$ cat config.mk
export PLATFORM = sky130hd
export DESIGN_NAME = fqp_ram
export DESIGN_NICKNAME = d
export VERILOG_FILES = /design/src/sv/fqp_ram.sv
export SDC_FILE = /design/constraint.sdc
export NUM_CORES = 2
export LEC_CHECK = 0
export ABC_AREA = 1
export BUFFER_PORTS_ARGS = -buffer_cell sky130_fd_sc_hd__buf_2
export CORE_UTILIZATION = 30
export CTS_CLUSTER_DIAMETER = 50
export CTS_CLUSTER_SIZE = 25
export DETAILED_ROUTE_END_ITERATION = 8
export PLACE_DENSITY = 0.57
export SLEW_MARGIN = 20
export SYNTH_ARGS = -nofsm -noshare
export SYNTH_HDL_FRONTEND = slang
export SYNTH_SLANG_ARGS = --single-unit
$ cat constraint.sdc
create_clock -name clock -period 1.6 [get_ports clock]
set_input_delay 0.16 -clock clock [delete_from_list [all_inputs] [get_ports clock]]
set_output_delay 0.16 -clock clock [all_outputs]
set_load 0.02 [all_outputs]
$ cat src/sv/fqp_ram.sv
module fqp_ram #(
   parameter int WIDTH = 8,
   parameter int DEPTH = 256
) (
   input  logic                     clock,
   input  logic                     wr_en,
   input  logic [$clog2(DEPTH)-1:0] wr_addr,
   input  logic [WIDTH-1:0]         wr_data,
   input  logic [$clog2(DEPTH)-1:0] rd_addr,
   output logic [WIDTH-1:0]         rd_data
);

   logic [WIDTH-1:0] mem_ff [DEPTH];
   logic [WIDTH-1:0] rd_data_ff;

   // write port and registered read port
   always_ff @(posedge clock) begin
      if (wr_en) begin
         mem_ff[wr_addr] <= wr_data;
      end
      rd_data_ff <= mem_ff[rd_addr];
   end

   assign rd_data = rd_data_ff;

endmodule

==> results.json <==
{
  "outcome": "finished with violations",
  "violations": "negative setup slack",
  "yosys_register_bits": 2056,
  "fp.dieH_um": 529,
  "syn_to_final_growth_pct": 21.3,
  "startpoint_type": "register",
  "dr.pass1.iters": 6,
  "gp_congestion": 0.880,
  "setup_viol": 6,
  "cap_violations": 0,
  "routedWlPerCell_um": 22.2,
  "wl_um": 251000,
  "critical-path-top-delay-family": "flip-flops",
  "grt_pass1_vias": 54392,
  "total_power_uw": 110000,
  "portBuffers": 33,
  "required_ps": 1440,
  "dr.max_layer_used": "met4",
  "mostFrequentLayoutCells": "2105 x nand2_1, 2048 x edfxtp_1, 1751 x nand3_1",
  "initialDrtViolationCount": 5708,
  "clk_pin_slew_worst_paths_ps": 90,
  "place_area_um2": 93700,
  "slew_headroom_pct": 40.2,
  "htree_levels": 4,
  "p_per_area_nw_per_um2": 1080,
  "intPower_uw": 82100,
  "grt_pass1_wl_um": 368000,
  "yosys.area.top_type_share_pct": 73.7,
  "die_width_um": 529,
  "wl_met3_um": 17500,
  "p_clk_share_pct": 38.0,
  "cts_sinks": 2056,
  "critPathKind": "reg -> out",
  "ir_worst_vdd_v": 0.00110,
  "setup_slack_ps": -60.8,
  "io_pins": 34,
  "cts.path.max_buffers": 3,
  "syn_inst": 7003,
  "whs_ps": 92.4,
  "maxSlewViolCount": 0,
  "syn_nets": 7029,
  "p_seq_share_pct": 54.1,
  "period_needed_ps": 1660,
  "cts_tree": "done",
  "avgSynthCellArea_um2": 11.9,
  "worst_pin_slew_ps": 898,
  "yosys-top-cells-area": "edfxtp_1 74%, nand3_1 12%, nand2_1 9.6%",
  "layout.nets": 7479,
  "drt-met1-wl_um": 103000,
  "hold_path_class": "in -> reg",
  "worstPathMaxFanout": 1,
  "num_rows": 193,
  "grt_overflow_total": 0,
  "combPwrFrac_pct": 7.9,
  "fin_worst_skew_ps": 47.7,
  "viasPerCell": 4.98,
  "endpoint_kind": "primary output",
  "synth_seq_area_share_pct": 73.9,
  "switchingPower_uw": 27700,
  "hold_violations": 0,
  "min_period_over_period_pct": 104,
  "worstPathArrival_ps": 1500,
  "synth_area_um2": 83400,
  "critPathMaxStageDelay_ps": 480,
  "yosysTopAreaCell": "edfxtp_1",
  "dieArea_um2": 280000,
  "root_buffer": "clkbuf_16",
  "drcViolationCount": 0,
  "yosys_warnings": 0,
  "post_cts.repair.setup_buffers": 0,
  "final_util_pct": 36.6,
  "swShare_pct": 25.2,
  "rsz0062_at_grt": "true",
  "cp_slowest_cell": "dfxtp_4",
  "worst_skew_pair.late_latency_ps": 850,
  "numCtsBuffers": 150,
  "post-dp-hpwl_um": 161000,
  "vias": 56217,
  "stdcell_area_um2": 101000,
  "drive_above_1_share_pct": 17.7,
  "power.leakage_uw": 0.0356,
  "core_area_um2": 276000,
  "start_util_pct": 30.2,
  "grt_antenna_before_repair": 13,
  "crit_buf_inv": 1,
  "route.met2.wl_um": 120000,
  "grt_max_degree": 83,
  "crit_chain": "buf_6",
  "synthDistinctLibCells": 14,
  "max_freq_ghz": 0.602,
  "drtAntennaViolNets": 0,
  "final_common_cell": "nand2_1",
  "track_usage_pct": 17.7
}
## stage by stage
step | TNS [ps] | std cells | setup slack [ps]
after floorplan | -10530 | 7003 | -51.5
after global placement | -83570 | 10997 | -1170
after detailed placement | -99450 | 10997 | -1120
after CTS | -751 | 11287 | -158
after global routing | -715 | 11293 | -137
final | -235 | 11296 | -60.8
## final cells by class
type                    count  area (um2)
clock buffers             157        3820
flip-flops and latches   2056       61700
inverters                  39         180
diodes                      9        22.5
fillers                 26291      175000
multi-input cells        4425       21000
well taps                3705        4640
clock inverters           124        1620
repair buffers            781        8200
## flip-flops by register name (all words and copies together) (netlist names)
signal and cells:
mem_ff 2048, rd_data 8
## cells in the mapped netlist
cell,count
nand2_1,2123
edfxtp_1,2048
nand3_1,2019
nor2_1,283
buf_2,268
clkbuf_1,112
buf_4,46
buf_1,40
inv_1,36
buf_6,16
dfxtp_1,8
inv_2,2
buf_8,1
inv_4,1
## worst reg2reg max path, cell delays in order, from the launching register on
cell	delay, ps
edfxtp_1	370
nand2_1	70
nand3_1	70
nand3_1	130
nand3_1	100
nand3_2	160
nand3_1	150
nand3_2	120
buf_6	140
nand2_1	60
nand2_1	110
nand2_1	60
## layer usage
layer  global-route usage (%)  vias up
li1                         -    25799
met1                     23.3    28028
met2                     29.1     1995
met3                     2.66      395
met4                     7.25        0
met5                        0        -
## cells by family after synthesis
kind of cell	count (synthesis)	synth area share, %
flip-flops	2056	73.9
AND/OR/NAND/NOR	4425	22.9
buffers and inverters	522	3.12
## power by group through the flow
stage               registers, uW  clock network (uW)  logic (uW)
floorplan                   60600                   0        3660
finish                      59400               41700        8700
global placement            60600                   0        8020
global route                59400               44200        9290
detailed placement          60600                   0        8060
CTS                         59400               42300        8420
## repair_timing
action,CTS,global route
setup endpoints to repair,16,15
pin swaps,27,67
hold buffers,9,0
endpoints found under the hold margin,1384,0
gates resized for setup,205,183
## worst paths after layout
kind | start | to | slack [ps] | cells past startpoint
setup / recovery | rd_data[7]$_DFF_P_ | rd_data[7] | -60 | 1
hold / removal | rd_addr[6] | rd_data[5]$_DFF_P_ | 90 | 6
setup reg to reg | mem_ff[129][2]$_DFFE_PP_ | rd_data[2]$_DFF_P_ | -30 | 11
hold reg to reg | mem_ff[84][5]$_DFFE_PP_ | rd_data[5]$_DFF_P_ | 990 | 10
Power figures use the tool's default switching activity.
